File: config.mk
export PLATFORM = sky130hd
export DESIGN_NAME = percent_decoder_stream_unit
export DESIGN_NICKNAME = d
export VERILOG_FILES = /design/src/sv/pds_pkg.sv /design/src/sv/pds_front.sv /design/src/sv/pds_queue.sv /design/src/sv/pds_back.sv /design/src/sv/percent_decoder_stream_unit.sv
export VERILOG_INCLUDE_DIRS = /design/src /design/src/sv
export SDC_FILE = /design/constraint.sdc
export NUM_CORES = 1
export LEC_CHECK = 0
export ABC_AREA = 1
export BUFFER_PORTS_ARGS = -buffer_cell sky130_fd_sc_hd__buf_4
export CAP_MARGIN = 40
export CORE_ASPECT_RATIO = 1.75
export CORE_MARGIN = 10
export CORE_UTILIZATION = 62
export CTS_CLUSTER_DIAMETER = 100
export DETAILED_ROUTE_END_ITERATION = 8
export GPL_TIMING_DRIVEN = 0
export PLACE_DENSITY = 0.91
export REMOVE_ABC_BUFFERS = 1
export SYNTH_ARGS = -nofsm -noshare
export SYNTH_HDL_FRONTEND = slang
export SYNTH_SLANG_ARGS = --single-unit
File: constraint.sdc
create_clock -name clk_i -period 3.6 [get_ports clk_i]
set_input_delay 0.72 -clock clk_i [delete_from_list [all_inputs] [get_ports clk_i]]
set_output_delay 0.72 -clock clk_i [all_outputs]
set_load 0.005 [all_outputs]
File: src/sv/percent_decoder_stream_unit_defines.svh
// Assertion helpers for the percent decoder stream unit.
`ifndef PERCENT_DECODER_STREAM_UNIT_DEFINES_SVH
`define PERCENT_DECODER_STREAM_UNIT_DEFINES_SVH

// The consequent must hold in the same cycle as the antecedent.
`define PDSU_ASSERT_NOW(lbl, clk, rstn, ante, cons) \
  lbl: assert property (@(posedge clk) disable iff (!(rstn)) (ante) |-> (cons)) \
    else $error("same-cycle check failed");

// The consequent must hold in the cycle after the antecedent.
`define PDSU_ASSERT_NEXT(lbl, clk, rstn, ante, cons) \
  lbl: assert property (@(posedge clk) disable iff (!(rstn)) (ante) |=> (cons)) \
    else $error("next-cycle check failed");

`endif

File: src/sv/pds_pkg.sv
package pds_pkg;

  localparam logic [7:0] PCT_CHAR = 8'h25;

  // Bytes produced by one input item, oldest in slot 0.
  typedef struct packed {
    logic [2:0][7:0] data;
    logic [1:0]      count;
    logic            last;
  } pds_group_t;

  // Bit 4 set means the byte is not a hex digit; otherwise bits 3:0 hold its value.
  function automatic logic [4:0] hex_value(input logic [7:0] b);
    logic [4:0] r;
    r = 5'h10;
    if (b >= 8'h30 && b <= 8'h39) begin
      r = {1'b0, 4'(b - 8'h30)};
    end else if (b >= 8'h41 && b <= 8'h46) begin
      r = {1'b0, 4'(b - 8'h37)};
    end else if (b >= 8'h61 && b <= 8'h66) begin
      r = {1'b0, 4'(b - 8'h57)};
    end
    return r;
  endfunction

endpackage

File: src/sv/pds_front.sv
module pds_front (
  input  logic                clk_i,
  input  logic                rst_ni,
  input  logic                push_i,
  input  logic                full_i,
  input  logic [7:0]          in_byte_i,
  input  logic                in_last_i,
  output pds_pkg::pds_group_t grp_o,
  output logic                grp_push_o
);

  localparam logic [1:0] PH_IDLE  = 2'd0;
  localparam logic [1:0] PH_PCT   = 2'd1;
  localparam logic [1:0] PH_DIGIT = 2'd2;

  logic [1:0]      phase_q, phase_d;
  logic [7:0]      held_q, held_d;
  logic [4:0]      b_hex, h_hex;
  logic            b_is_pct;
  logic            accept;
  logic [2:0][7:0] data;
  logic [1:0]      mcnt, cnt;
  logic [1:0]      phase_n;

  assign accept   = push_i && !full_i;
  assign b_hex    = pds_pkg::hex_value(in_byte_i);
  assign h_hex    = pds_pkg::hex_value(held_q);
  assign b_is_pct = (in_byte_i == pds_pkg::PCT_CHAR);

  always_comb begin
    data    = '0;
    mcnt    = 2'd0;
    phase_n = PH_IDLE;
    held_d  = held_q;
    case (phase_q)
      PH_PCT: begin
        if (!b_hex[4]) begin
          held_d  = in_byte_i;
          phase_n = PH_DIGIT;
        end else begin
          data[0] = pds_pkg::PCT_CHAR;
          if (b_is_pct) begin
            phase_n = PH_PCT;
            mcnt    = 2'd1;
          end else begin
            data[1] = in_byte_i;
            mcnt    = 2'd2;
          end
        end
      end
      PH_DIGIT: begin
        if (!b_hex[4] && !h_hex[4]) begin
          data[0] = {h_hex[3:0], b_hex[3:0]};
          mcnt    = 2'd1;
        end else begin
          // Malformed escape: the held digit is plain text again.
          data[0] = pds_pkg::PCT_CHAR;
          data[1] = held_q;
          if (b_is_pct) begin
            phase_n = PH_PCT;
            mcnt    = 2'd2;
          end else begin
            data[2] = in_byte_i;
            mcnt    = 2'd3;
          end
        end
      end
      default: begin
        if (b_is_pct) begin
          phase_n = PH_PCT;
        end else begin
          data[0] = in_byte_i;
          mcnt    = 2'd1;
        end
      end
    endcase

    cnt     = mcnt;
    phase_d = phase_n;
    if (in_last_i) begin
      // End of string: whatever is still pending goes out literally.
      if (phase_n == PH_PCT) begin
        case (mcnt)
          2'd0:    data[0] = pds_pkg::PCT_CHAR;
          2'd1:    data[1] = pds_pkg::PCT_CHAR;
          default: data[2] = pds_pkg::PCT_CHAR;
        endcase
        cnt = mcnt + 2'd1;
      end else if (phase_n == PH_DIGIT) begin
        data[0] = pds_pkg::PCT_CHAR;
        data[1] = in_byte_i;
        cnt     = 2'd2;
      end
      phase_d = PH_IDLE;
    end
  end

  always_ff @(posedge clk_i or negedge rst_ni) begin
    if (!rst_ni) begin
      phase_q <= PH_IDLE;
      held_q  <= '0;
    end else if (accept) begin
      phase_q <= phase_d;
      held_q  <= held_d;
    end
  end

  assign grp_o.data  = data;
  assign grp_o.count = cnt;
  assign grp_o.last  = in_last_i;
  assign grp_push_o  = accept && (cnt != 2'd0);

endmodule

File: src/sv/pds_queue.sv
module pds_queue #(
  parameter int DEPTH = 4
) (
  input  logic                clk_i,
  input  logic                rst_ni,
  input  logic                wr_en_i,
  input  pds_pkg::pds_group_t wr_data_i,
  input  logic                rd_en_i,
  output pds_pkg::pds_group_t rd_data_o,
  output logic                full_o,
  output logic                empty_o
);

  localparam int PtrW = $clog2(DEPTH);
  localparam int CntW = $clog2(DEPTH + 1);

  pds_pkg::pds_group_t mem_q [DEPTH];
  logic [PtrW-1:0]     wr_ptr_q, rd_ptr_q;
  logic [CntW-1:0]     cnt_q;
  logic                do_wr, do_rd;

  assign full_o    = (cnt_q == CntW'(DEPTH));
  assign empty_o   = (cnt_q == '0);
  assign do_wr     = wr_en_i && !full_o;
  assign do_rd     = rd_en_i && !empty_o;
  assign rd_data_o = mem_q[rd_ptr_q];

  always_ff @(posedge clk_i) begin
    if (do_wr) begin
      mem_q[wr_ptr_q] <= wr_data_i;
    end
  end

  always_ff @(posedge clk_i or negedge rst_ni) begin
    if (!rst_ni) begin
      wr_ptr_q <= '0;
      rd_ptr_q <= '0;
      cnt_q    <= '0;
    end else begin
      if (do_wr) begin
        wr_ptr_q <= (wr_ptr_q == PtrW'(DEPTH - 1)) ? '0 : wr_ptr_q + PtrW'(1);
      end
      if (do_rd) begin
        rd_ptr_q <= (rd_ptr_q == PtrW'(DEPTH - 1)) ? '0 : rd_ptr_q + PtrW'(1);
      end
      if (do_wr && !do_rd) begin
        cnt_q <= cnt_q + CntW'(1);
      end else if (do_rd && !do_wr) begin
        cnt_q <= cnt_q - CntW'(1);
      end
    end
  end

endmodule

File: src/sv/pds_back.sv
module pds_back (
  input  logic                clk_i,
  input  logic                rst_ni,
  input  pds_pkg::pds_group_t head_i,
  input  logic                head_empty_i,
  input  logic                pop_i,
  output logic                empty_o,
  output logic [7:0]          out_byte_o,
  output logic                out_last_o,
  output logic                deq_o
);

  logic [1:0] idx_q, idx_d;
  logic       last_slot;
  logic       take;

  assign empty_o   = head_empty_i;
  assign take      = pop_i && !head_empty_i;
  assign last_slot = (idx_q == head_i.count - 2'd1);
  assign deq_o     = take && last_slot;

  always_comb begin
    case (idx_q)
      2'd0:    out_byte_o = head_i.data[0];
      2'd1:    out_byte_o = head_i.data[1];
      default: out_byte_o = head_i.data[2];
    endcase
  end

  assign out_last_o = head_i.last && last_slot;

  always_comb begin
    idx_d = idx_q;
    if (deq_o) begin
      idx_d = 2'd0;
    end else if (take) begin
      idx_d = idx_q + 2'd1;
    end
  end

  always_ff @(posedge clk_i or negedge rst_ni) begin
    if (!rst_ni) begin
      idx_q <= 2'd0;
    end else begin
      idx_q <= idx_d;
    end
  end

endmodule

File: src/sv/percent_decoder_stream_unit.sv
// Streaming URL percent decoder.
// Input side is a queue write port: drive in_byte_i and in_last_i with push high;
// the byte is taken on a rising edge where full is low. One byte per cycle is taken
// while the internal group queue has room.
// Output side is a queue read port: while empty is low, out_byte_o and out_last_o
// show the oldest decoded byte; it is taken on an edge where pop is high.
// Each input byte yields zero to three decoded bytes, written as one group into a
// QUEUE_DEPTH-entry queue; the back end hands them out one per pop.
// A decoded byte enters the group queue on the edge that takes the input byte that
// completes it. Input flows at one byte per cycle while the queue has room; output
// is bounded by one decoded byte per cycle: the back end gives one byte per pop.
// A stalled receiver fills the queue; full then rises and input is held off, with
// no byte lost. Reset clears the escape state and empties the queue; no item
// is accepted before reset is released.
`include "percent_decoder_stream_unit_defines.svh"

module percent_decoder_stream_unit #(
  parameter int QUEUE_DEPTH = 4
) (
  input  logic       clk_i,
  input  logic       rst_ni,
  input  logic       push,
  output logic       full,
  input  logic [7:0] in_byte_i,
  input  logic       in_last_i,
  output logic       empty,
  input  logic       pop,
  output logic [7:0] out_byte_o,
  output logic       out_last_o
);

  pds_pkg::pds_group_t grp, head;
  logic                grp_push;
  logic                q_empty;
  logic                deq;

  pds_front u_front (
    .clk_i      (clk_i),
    .rst_ni     (rst_ni),
    .push_i     (push),
    .full_i     (full),
    .in_byte_i  (in_byte_i),
    .in_last_i  (in_last_i),
    .grp_o      (grp),
    .grp_push_o (grp_push)
  );

  pds_queue #(
    .DEPTH (QUEUE_DEPTH)
  ) u_queue (
    .clk_i     (clk_i),
    .rst_ni    (rst_ni),
    .wr_en_i   (grp_push),
    .wr_data_i (grp),
    .rd_en_i   (deq),
    .rd_data_o (head),
    .full_o    (full),
    .empty_o   (q_empty)
  );

  pds_back u_back (
    .clk_i        (clk_i),
    .rst_ni       (rst_ni),
    .head_i       (head),
    .head_empty_i (q_empty),
    .pop_i        (pop),
    .empty_o      (empty),
    .out_byte_o   (out_byte_o),
    .out_last_o   (out_last_o),
    .deq_o        (deq)
  );

  // A string's final byte always leaves something to deliver.
  `PDSU_ASSERT_NOW(a_last_pushes, clk_i, rst_ni, push && !full && in_last_i, grp_push)
  // Groups written into the queue are never empty.
  `PDSU_ASSERT_NOW(a_group_nonempty, clk_i, rst_ni, grp_push, grp.count != 2'd0)
  // Taking a byte that is not the end of its group leaves the rest on show.
  `PDSU_ASSERT_NEXT(a_group_stays, clk_i, rst_ni, pop && !empty && !deq, !empty)

endmodule

==> results.sh, run 1 <==
export IMPL_synthTopCellsByArea="edfxtp_1 53%, dfrtp_1 7.8%, o21ai_0 6.4%"
export IMPL_p_comb_frac=0.323
export IMPL_insertion_delay_ns=0.42
export IMPL_ios=24
export IMPL_maxSlewHeadroom=0.5055
export IMPL_worstPathArrival_ns=3.92
export IMPL_cts_buffer_depth=2
export IMPL_p_switching_mw=1.916
export IMPL_whs_ns=0.1709
export IMPL_area_growth_pct=19.05
export IMPL_worstPathRequired_ns=3.90
export IMPL_drt_iter0_drc=605
export IMPL_setup_viol=1
export IMPL_intPower_mw=3.624
export IMPL_cp_top_family="adder cells"
export IMPL_swShare=0.3459
export IMPL_power_mw=5.540
export IMPL_finalWorstPathRequiredPeriod_ns=3.619
export IMPL_wl_mm=16.22
export IMPL_clk_pin_slew_worst_paths_ns=0.06
export IMPL_dieArea_um2=14420
export IMPL_yosys_area_top_type="edfxtp_1"
export IMPL_status="complete, but fails checks"
export IMPL_rows=48
export IMPL_max_stage_delay_ns=0.41
export IMPL_antenna_found_initial=0
export IMPL_leakagePower_nw=2.900
export IMPL_dp_slack_ns=-0.7539
export IMPL_yosys_top_cells_count="108 x edfxtp_1, 88 x nand2_1, 78 x o21ai_0"
export IMPL_ys_types=39
export IMPL_hold_path_class="in -> async"
export IMPL_synth_most_common_cell="edfxtp_1"
export IMPL_cts_root_buf="clkbuf_16"
export IMPL_synth_avg_cell_area_um2=10.20
export IMPL_synth_top_flop_cell="edfxtp_1"
export IMPL_dr_wl_met3_mm=1.296
export IMPL_cts_tree="built"
export IMPL_h_tree_depth=4
export IMPL_clkSinkCount=127
export IMPL_synth_top_area_frac=0.5292
export IMPL_cp_common_cell="nand2_2"
export IMPL_top_layer_used="met4"
export IMPL_grt_usage=0.2219
export IMPL_core_area_um2=9789
export IMPL_die_h_um=151.5
export IMPL_port_buffers=23
export IMPL_netlist_instances=601
export IMPL_clock_skew_ns=0.01041
export IMPL_drive_gt1_frac=0.1705
export IMPL_async_flop_share=0.1496
export IMPL_start_util=0.6260
export IMPL_critPathLaunchType="primary input"
export IMPL_grt_max_degree=58
export IMPL_pwr_share_clk=0.310
export IMPL_postLayoutSetupSlackWorst_ns=-0.01910
export IMPL_ant_nets=0
export IMPL_grt_pass1_vias=4845
export IMPL_antenna_cells=0
export IMPL_rsz0062_at_grt="true"
export IMPL_place_hpwl_mm=9.758
export IMPL_ys_ff_latch=127
export IMPL_nets=673
export IMPL_gp_congestion=0.9628
export IMPL_wl_met2_mm=8.688
export IMPL_drc=0
export IMPL_p_seq_frac=0.366
export IMPL_crit_buf_inv=5
export IMPL_die_w_um=95.16
export IMPL_dr_pass1_iters=5
export IMPL_numCtsBuffers=17
export IMPL_yosysWarnings=0
export IMPL_cp_end_kind="flop"
export IMPL_synth_edf_count=108
export IMPL_peakVddDrop_mv=0.6011
export IMPL_via_per_inst=6.390
export IMPL_fmax_mhz=276.3
export IMPL_slowest_stage="fa_1"
export IMPL_gr_total_overflow=0
export IMPL_tightest_slew_ns=0.7368
export IMPL_post_route_period_util=1.005
export IMPL_finalHoldViolCount=0
export IMPL_crit_fanout=7
export IMPL_path_cells="buf_4, clkinvlp_4, ha_4, a21oi_1, o21ai_1, nand2_2, buf_6, nand4_1, nand2_2, nand2_2, ha_1, or2_1, nand2_2, nand2_4, nand2_8, inv_1, ha_1, inv_2, fa_1, mux2_2"
export IMPL_dp_cells=733
export IMPL_drv_cap=0
export IMPL_final_cells=776
export IMPL_report_final_slew_viol_count=0
export IMPL_vias=4959
export IMPL_grt_pass1_wl_mm=24.45
export IMPL_synth_cell_area_um2=6128
export IMPL_criticalPathCategory="in -> reg"
export IMPL_violations="negative setup slack"
export IMPL_wl_met1_mm=5.465
export IMPL_ys_seq_area_frac=0.6068
export IMPL_routedWlPerCell_um=20.90
export IMPL_powerDensity_nw_per_um2=759.4
export IMPL_num_fill_cells=564
layout by cell type, fill, tap and decap left out, types with 2 or more instances in the layout:
cell / n
o21ai_0: 75
nand3_1: 33
nand2_4: 3
o21a_1: 2
nand2_1: 86
nand2_8: 2
inv_2: 6
clkinvlp_4: 5
dfrtp_2: 2
o22ai_1: 38
dfrtp_1: 16
nor3_1: 2
buf_16: 2
ha_1: 19
buf_4: 34
xor2_1: 4
clkbuf_16: 17
or2_2: 2
a21oi_1: 9
nand2_2: 6
o211ai_1: 2
inv_1: 53
o21ai_1: 5
a22oi_1: 3
buf_12: 4
bufinv_16: 3
clkinv_4: 2
nor2_1: 74
edfxtp_1: 108
clkinv_2: 5
nand4_1: 2
inv_6: 3
nor2_4: 4
metrics by stage:
step / utilization / TNS, ns / cell area [um^2]
floorplan: - / -3.309 / 6035
global placement: 0.6501 / -105.63 / 6364
detailed placement: 0.6668 / -16.01 / 6528
CTS: 0.7312 / -0.07389 / 7158
global route: 0.7453 / -0.2783 / 7296
finish: 0.7453 / -0.01910 / 7296
cells by family (layout without fill, tap and decap cells):
kind of cell               count (synthesis)  count (layout)  share of synthesized area
DFF                                      127             127                     0.6068
muxes                                      1               1                   0.001837
AOI/OAI and AO/OA                        139             139                     0.1276
buffers and inverters                     86             136                    0.05390
xor gates and xnor gates                   5               5                   0.007145
and+or+nand+nor                          221             221                     0.1566
adders and majority gates                 22              22                    0.04614
layout make-up:
type	instances	area (um^2)	share of cell area
clock buffer	17	425.4	0.05831
clock inverter	15	168.9	0.02315
inverter	63	252.7	0.03464
multi-input combinational	388	2166	0.2969
sequential	127	3725	0.5105
tap	125	156.4	0.02144
timing repair buffer	41	401.6	0.05505
state kept, by name, summed over array words and instances, names as in the netlist:
name and count:
u_back.idx_q 2, u_queue.rd_ptr_q 2, u_front.held_q 8, u_queue.cnt_q 3, u_queue.mem_q 108, u_queue.wr_ptr_q 2, u_front.phase_q 2
power by group through the flow:
stage	clock network (mW)	registers [mW]	logic, mW
after floorplan	0	2.00	0.957
after global placement	0	2.06	1.41
after detailed placement	0	2.04	1.68
after CTS	1.71	2.02	1.75
after global routing	1.76	2.05	1.93
final	1.72	2.03	1.79
repair_timing:
item                                    4_1_cts  5_1_grt
cloned                                        0        0
endpoints found under the setup margin        5        3
hold buffers                                  0        0
buffers inserted                              1       10
gates resized for setup                       7       19
pin swaps                                     0        8
metal layers:
| layer | up-vias | global-route usage |
|---|---|---|
| li1 | 2167 | - |
| met5 | - | 0 |
| met3 | 69 | 0.04687 |
| met2 | 343 | 0.4000 |
| met4 | 0 | 0.1195 |
| met1 | 2380 | 0.2313 |
worst paths after layout:
| path | from | to | slack (ns) | cells after the start |
|---|---|---|---|---|
| max in group asynchronous | rst_ni | u_queue.rd_ptr_q[0] | 3.19 | 1 |
| hold / removal | rst_ni | u_queue.rd_ptr_q[1] | 0.17 | 1 |
| min in group clk_i | u_front.held_q[7] | u_front.held_q[7] | 0.47 | 2 |
| hold reg to reg | u_front.held_q[7] | u_front.held_q[7] | 0.47 | 2 |
| setup reg to reg | u_front.held_q[1] | u_queue.cnt_q[1] | 0.09 | 20 |
| setup / recovery | in_byte_i[0] | u_queue.cnt_q[1] | -0.02 | 20 |
No activity file was read; power rests on OpenSTA's default activity.
==> run 2: changes to the inputs <==
--- a/config.mk
+++ b/config.mk
@@ -10,7 +10,7 @@
 export BUFFER_PORTS_ARGS = -buffer_cell sky130_fd_sc_hd__buf_4
 export CAP_MARGIN = 40
 export CORE_ASPECT_RATIO = 1.75
-export CORE_MARGIN = 10
+export CORE_MARGIN = 3
 export CORE_UTILIZATION = 62
 export CTS_CLUSTER_DIAMETER = 100
 export DETAILED_ROUTE_END_ITERATION = 8
==> run 2 against run 1 <==
The flow now finishes without violations. Sequential power about the same. Setup slack improved by 0.050 ns. Register-to-register slack got worse by 0.06 ns. Routed wire length decreased by 1.2%. Combinational power about the same. Total power increased by 4.1%. Fmax increased by 1.4%.
==> results.sh, run 2 (synthesis gave the netlist of run 1 again) <==
export IMPL_status="completed"
export IMPL_place_hpwl_mm=9.421
export IMPL_whs_ns=0.1703
export IMPL_regMostFlops="u_queue.mem_q"
export IMPL_ios=24
export IMPL_wl_mm=16.02
export IMPL_clock_skew_ns=0.007952
export IMPL_slowest_stage="fa_1"
export IMPL_dp_slack_ns=-0.7698
export IMPL_cts_hold_buf=0
export IMPL_largest_registers="u_queue.mem_q x108, u_front.held_q x8, u_queue.cnt_q x3"
export IMPL_cp_end_kind="flop"
export IMPL_drc=0
export IMPL_nets=670
export IMPL_report_final_slew_viol_count=0
export IMPL_cts_tree="built"
export IMPL_antenna_found_initial=0
export IMPL_layout_commonest_cell="edfxtp_1"
export IMPL_postLayoutSetupSlackWorst_ns=0.03042
export IMPL_start_util=0.6433
export IMPL_max_stage_delay_ns=0.41
export IMPL_cts_buffer_depth=2
export IMPL_gp_congestion=0.9633
export IMPL_routedWlPerCell_um=20.80
export IMPL_area_growth_pct=19.46
export IMPL_largest_reg_flops=108
export IMPL_worstPathRequired_ns=3.90
export IMPL_numCtsBuffers=17
export IMPL_clkSinkCount=127
export IMPL_tightest_slew_ns=0.8700
export IMPL_criticalPathCategory="in -> reg"
export IMPL_mostFrequentLayoutCells="108 x edfxtp_1, 87 x nand2_1, 75 x o21ai_0"
export IMPL_critPathLaunchType="primary input"
export IMPL_vias=4919
export IMPL_fmax_mhz=280.1
export IMPL_cp_common_cell="nand2_2"
export IMPL_finalHoldViolCount=0
export IMPL_finalWorstPathRequiredPeriod_ns=3.570
export IMPL_ant_nets=0
export IMPL_antenna_cells=0
export IMPL_insertion_delay_ns=0.42
export IMPL_num_fill_cells=565
export IMPL_grt_usage=0.2933
export IMPL_port_buffers=23
export IMPL_drv_cap=0
export IMPL_leakagePower_nw=2.898
export IMPL_crit_fanout=7
export IMPL_rows=47
export IMPL_grt_pass1_wl_mm=23.76
export IMPL_die_h_um=137.5
export IMPL_maxSlewHeadroom=0.4186
export IMPL_via_per_inst=6.388
export IMPL_h_tree_depth=4
export IMPL_gr_total_overflow=0
export IMPL_hold_path_class="in -> async"
export IMPL_dr_pass1_iters=6
export IMPL_peakVddDrop_mv=0.6856
export IMPL_grt_pass1_vias=4750
export IMPL_cts_root_buf="clkbuf_16"
export IMPL_powerDensity_nw_per_um2=788.0
export IMPL_grt_max_degree=58
export IMPL_core_area_um2=9527
export IMPL_timing_setup_tns_ns=0
export IMPL_dieArea_um2=11160
export IMPL_drive_gt1_frac=0.1574
export IMPL_place_area_um2=6496
export IMPL_setup_viol=0
export IMPL_clk_pin_slew_worst_paths_ns=0.06
export IMPL_post_route_period_util=0.9915
export IMPL_path_cells="buf_4, clkinvlp_4, ha_2, a21oi_1, o21ai_1, nand2_2, buf_6, nand4_1, nand2_1, nand2_2, ha_4, or2_1, nand2_2, nand2_4, nand2_8, inv_1, ha_1, inv_1, fa_1, mux2_2"
export IMPL_final_area_um2=7321
export IMPL_die_w_um=81.16
export IMPL_worstPathArrival_ns=3.87
export IMPL_drt_iter0_drc=659
run 2: cell types whose count changed in the layout (fill, tap and decap cells not counted), moves of 3 or more:
cell,change
buf_4,-4
bufinv_16,+4
clkinv_2,-4
clkbuf_1,+3
inv_6,-3
run 2: path summary, 6_finish.rpt:
check	from	end	slack [ns]	cells after the start
max in group asynchronous	rst_ni	u_queue.rd_ptr_q[0]	3.19	1
min in group clk_i	u_front.held_q[7]	u_front.held_q[7]	0.47	2
hold reg to reg	u_front.held_q[7]	u_front.held_q[7]	0.47	2
setup / recovery	in_byte_i[0]	u_queue.cnt_q[1]	0.03	20
setup reg to reg	u_front.phase_q[0]	u_queue.cnt_q[1]	0.03	14
hold / removal	rst_ni	u_queue.rd_ptr_q[1]	0.17	1
run 2: layout make-up:
class                           instances  area, um^2  share of cell area
Tap cell                              122       152.6             0.02085
Timing Repair Buffer                   37       371.6             0.05076
Clock buffer                           20       436.7             0.05965
Inverter                               63       250.2             0.03418
Multi-Input combinational cell        388        2141              0.2924
Sequential cell                       127        3725              0.5088
Timing Repair inverter                  1       5.005           0.0006836
Clock inverter                         12       239.0             0.03264
run 2: per-stage QoR:
stage	total power, mW	cells	utilization
2_1_floorplan	2.955	578	-
3_3_place_gp	3.452	723	0.6676
3_5_place_dp	3.698	728	0.6819
4_1_cts	5.698	761	0.7562
5_1_grt	5.999	770	0.7685
6_report	5.769	770	0.7685
run 2: routing by layer:
layer,up-vias,track usage,wire length (um)
met3,77,0.05694,1231
li1,2160,-,-
met5,-,0,0
met2,349,0.5064,8570
met4,0,0.1805,763
met1,2333,0.3267,5452
run 2: worst max-delay path, delay by kind of cell:
family	cells	cell delay, ns
and+or+nand+nor	8	0.99
muxes	1	0.26
AOI/OAI and AO/OA	2	0.28
adders and majority gates	4	1.04
buffers and inverters	5	0.55
run 2: where the power goes:
group / internal (mW) / switching [mW] / leakage [nW]
registers: 1.84 / 0.158 / 1.25
logic: 0.688 / 1.10 / 1.32
clock network: 1.36 / 0.617 / 0.323
total: 3.89 / 1.88 / 2.90
run 2: repair_timing:
item                       4_1_cts  5_1_grt
setup buffers                    1        8
resized for setup                8       11
setup endpoints to repair       30       30
pin swaps                        0        1
cloned                           0        1
==> run 3: changes to the inputs <==
--- a/config.mk
+++ b/config.mk
@@ -6,7 +6,6 @@
 export SDC_FILE = /design/constraint.sdc
 export NUM_CORES = 1
 export LEC_CHECK = 0
-export ABC_AREA = 1
 export BUFFER_PORTS_ARGS = -buffer_cell sky130_fd_sc_hd__buf_4
 export CAP_MARGIN = 40
 export CORE_ASPECT_RATIO = 1.75
==> constraint.sdc (replaced) <==
create_clock -name clk_i -period 3.6 [get_ports clk_i]
set_input_delay 0.36 -clock clk_i [delete_from_list [all_inputs] [get_ports clk_i]]
set_output_delay 0.36 -clock clk_i [all_outputs]
set_load 0.005 [all_outputs]
==> run 3 against run 2 <==
The run now ends with negative setup slack left. Cell count down 25%. Clock power shrank 16%. Sequential cell count unchanged. Via count is 19% lower. Cell area down 0.38%. Die area fell by 1.1%. Register-to-register slack worse by 0.13 ns. Clock skew rose by 0.0025 ns.
==> results.sh, run 3 <==
export IMPL_status="complete, but fails checks"
export IMPL_violations="negative setup slack"
export IMPL_synth_top_area_frac=0.5353
export IMPL_ys_ff_latch=127
export IMPL_dr_wl_met3_mm=1.093
export IMPL_peakVddDrop_mv=0.5641
export IMPL_die_w_um=80.73
export IMPL_maxSlewHeadroom=0.4262
export IMPL_drv_cap=0
export IMPL_drc=0
export IMPL_wl_met2_mm=8.016
export IMPL_power_mw=5.280
export IMPL_powerDensity_nw_per_um2=724.0
export IMPL_synth_cell_area_um2=6058
export IMPL_cts_root_buf="clkbuf_16"
export IMPL_synthTopCellsByArea="edfxtp_1 54%, mux4_2 10%, dfrtp_1 7.8%"
export IMPL_ys_seq_area_frac=0.6138
export IMPL_worstPathArrival_ns=3.99
export IMPL_ant_nets=0
export IMPL_h_tree_depth=4
export IMPL_crit_fanout=9
export IMPL_report_final_slew_viol_count=0
export IMPL_cts_tree="built"
export IMPL_netlist_instances=395
export IMPL_layout_commonest_cell="edfxtp_1"
export IMPL_worstPathRequired_ns=3.89
export IMPL_clkSinkCount=127
export IMPL_synth_avg_cell_area_um2=15.34
export IMPL_criticalPathCategory="reg -> reg"
export IMPL_fmax_mhz=270.4
export IMPL_top_layer_used="met4"
export IMPL_place_hpwl_mm=8.699
export IMPL_grt_usage=0.2781
export IMPL_whs_ns=0.2145
export IMPL_yosys_top_cells_count="108 x edfxtp_1, 27 x mux4_2, 23 x nor2_1"
export IMPL_cts_buffer_depth=2
export IMPL_vias=3969
export IMPL_core_area_um2=9468
export IMPL_multi_input_area_um2=2293
export IMPL_dp_slack_ns=-0.5030
export IMPL_grt_max_degree=22
export IMPL_leakagePower_nw=2.627
export IMPL_finalWorstPathRequiredPeriod_ns=3.698
export IMPL_area_growth_pct=20.38
export IMPL_numCtsBuffers=17
export IMPL_postLayoutSetupSlackWorst_ns=-0.09798
export IMPL_clock_skew_ns=0.01041
export IMPL_wl_mm=14.80
export IMPL_synth_most_common_cell="edfxtp_1"
export IMPL_grt_pass1_vias=3963
export IMPL_dieArea_um2=11040
export IMPL_ios=24
export IMPL_port_buffers=23
export IMPL_antenna_cells=0
export IMPL_yosysWarnings=0
export IMPL_cp_end_kind="flop"
export IMPL_setup_viol=9
export IMPL_rows=47
export IMPL_drive_gt1_frac=0.3063
export IMPL_drt_iter0_drc=415
export IMPL_tightest_slew_ns=0.8534
export IMPL_antenna_found_initial=0
export IMPL_start_util=0.6399
export IMPL_routedWlPerCell_um=25.55
export IMPL_mostFrequentLayoutCells="108 x edfxtp_1, 39 x buf_4, 27 x mux4_2"
export IMPL_num_fill_cells=518
export IMPL_synth_edf_count=108
export IMPL_gp_congestion=0.8764
export IMPL_gr_total_overflow=0
export IMPL_final_seq_area_um2=3726
export IMPL_grt_pass1_wl_mm=21.93
export IMPL_finalHoldViolCount=0
export IMPL_critPathLaunchType="flop"
export IMPL_dr_pass1_iters=7
export IMPL_yosys_area_top_type="edfxtp_1"
export IMPL_via_per_inst=6.855
export IMPL_ys_types=70
export IMPL_rsz0062_at_grt="true"
export IMPL_largest_reg_flops=108
export IMPL_post_route_period_util=1.027
export IMPL_hold_path_class="in -> reg"
export IMPL_regMostFlops="u_queue.mem_q"
export IMPL_largest_registers="u_queue.mem_q x108, u_front.held_q x8, u_queue.cnt_q x3"
export IMPL_wl_met1_mm=5.095
export IMPL_synth_top_flop_cell="edfxtp_1"
export IMPL_async_flop_share=0.1496
export IMPL_insertion_delay_ns=0.41
export IMPL_clk_pin_slew_worst_paths_ns=0.05
export IMPL_nets=479
export IMPL_die_h_um=136.8
[run 3: changes by cell type after synthesis, moves of 7 or more]
cell,delta
o22ai_1,-34
o21ai_0,-76
and2_1,+7
nor2b_1,+11
nand2_1,-67
a221o_1,+9
nand2_2,-7
nor2_1,-51
mux4_2,+27
inv_1,-39
clkbuf_1,-9
nand3_1,-31
[run 3: cell families after synthesis]
group	Yosys count	share of synthesized area
AOI/OAI and AO/OA	74	0.1059
buffers and inverters	36	0.02354
xor gates and xnor gates	9	0.01301
muxes	36	0.1181
and+or+nand+nor	91	0.07890
DFF	127	0.6138
adders and majority gates	22	0.04667
[run 3: per-stage QoR]
| stage | cell area [um^2] | utilization | std cells | TNS, ns |
|---|---|---|---|---|
| 6_report | 7293 | 0.7703 | 579 | -0.2914 |
| 5_1_grt | 7293 | 0.7703 | 579 | -6.629 |
| 4_1_cts | 7114 | 0.7514 | 566 | 0 |
| 3_5_place_dp | 6482 | 0.6847 | 530 | -41.36 |
| 3_3_place_gp | 6316 | 0.6671 | 524 | -83.25 |
| 2_1_floorplan | 5991 | - | 379 | -0.1125 |
[run 3: repair_timing]
action | CTS | global route
hold buffers | 1 | 0
setup buffers | 3 | 13
pin swaps | 2 | 9
gates resized for setup | 8 | 21
hold endpoints to repair | 19 | 0
setup endpoints to repair | 130 | 74
gates cloned | 0 | 0
[run 3: cell type report]
class                      count  area share
clock inverter                 7     0.01201
tap                          122     0.02093
sequential                   127      0.5109
multi-input combinational    232      0.3145
inverter                      20     0.01098
timing repair buffer          46     0.06416
clock buffer                  25     0.06656
[run 3: metal layers]
metal	global-route usage	vias to the layer above
met4	0.1419	0
met3	0.05929	60
li1	-	1652
met1	0.3338	1995
met2	0.4686	262
met5	0	-
[run 3: worst paths after layout]
path,start,endpoint,slack [ns],depth (start not counted)
max in group asynchronous,rst_ni,u_queue.rd_ptr_q[0],2.98,2
max reg2reg,u_front.held_q[2],u_queue.cnt_q[1],-0.1,13
min in group asynchronous,rst_ni,u_queue.wr_ptr_q[0],0.38,2
min,in_byte_i[6],u_front.held_q[4],0.21,2
min reg2reg,u_queue.cnt_q[2],u_queue.cnt_q[2],0.51,1
max,u_front.held_q[2],u_queue.cnt_q[1],-0.1,13
[run 3: critical path, cell delays in order (launching register included)]
cell and delay [ns]:
dfrtp_1 0.52, o21bai_2 0.29, a2111o_1 0.44, nand2_2 0.15, a21oi_4 0.09, o21ai_4 0.18
ha_1 0.27, a2111o_1 0.40, o21bai_2 0.21, a31oi_4 0.09, ha_4 0.20, inv_1 0.06
fa_2 0.42, mux2_2 0.27
[run 3: power by group]
group	total, mW	switching (mW)	internal (mW)	leakage (nW)
registers	2.06	0.193	1.87	1.20
logic	1.54	0.696	0.847	1.15
clock network	1.67	0.603	1.07	0.281
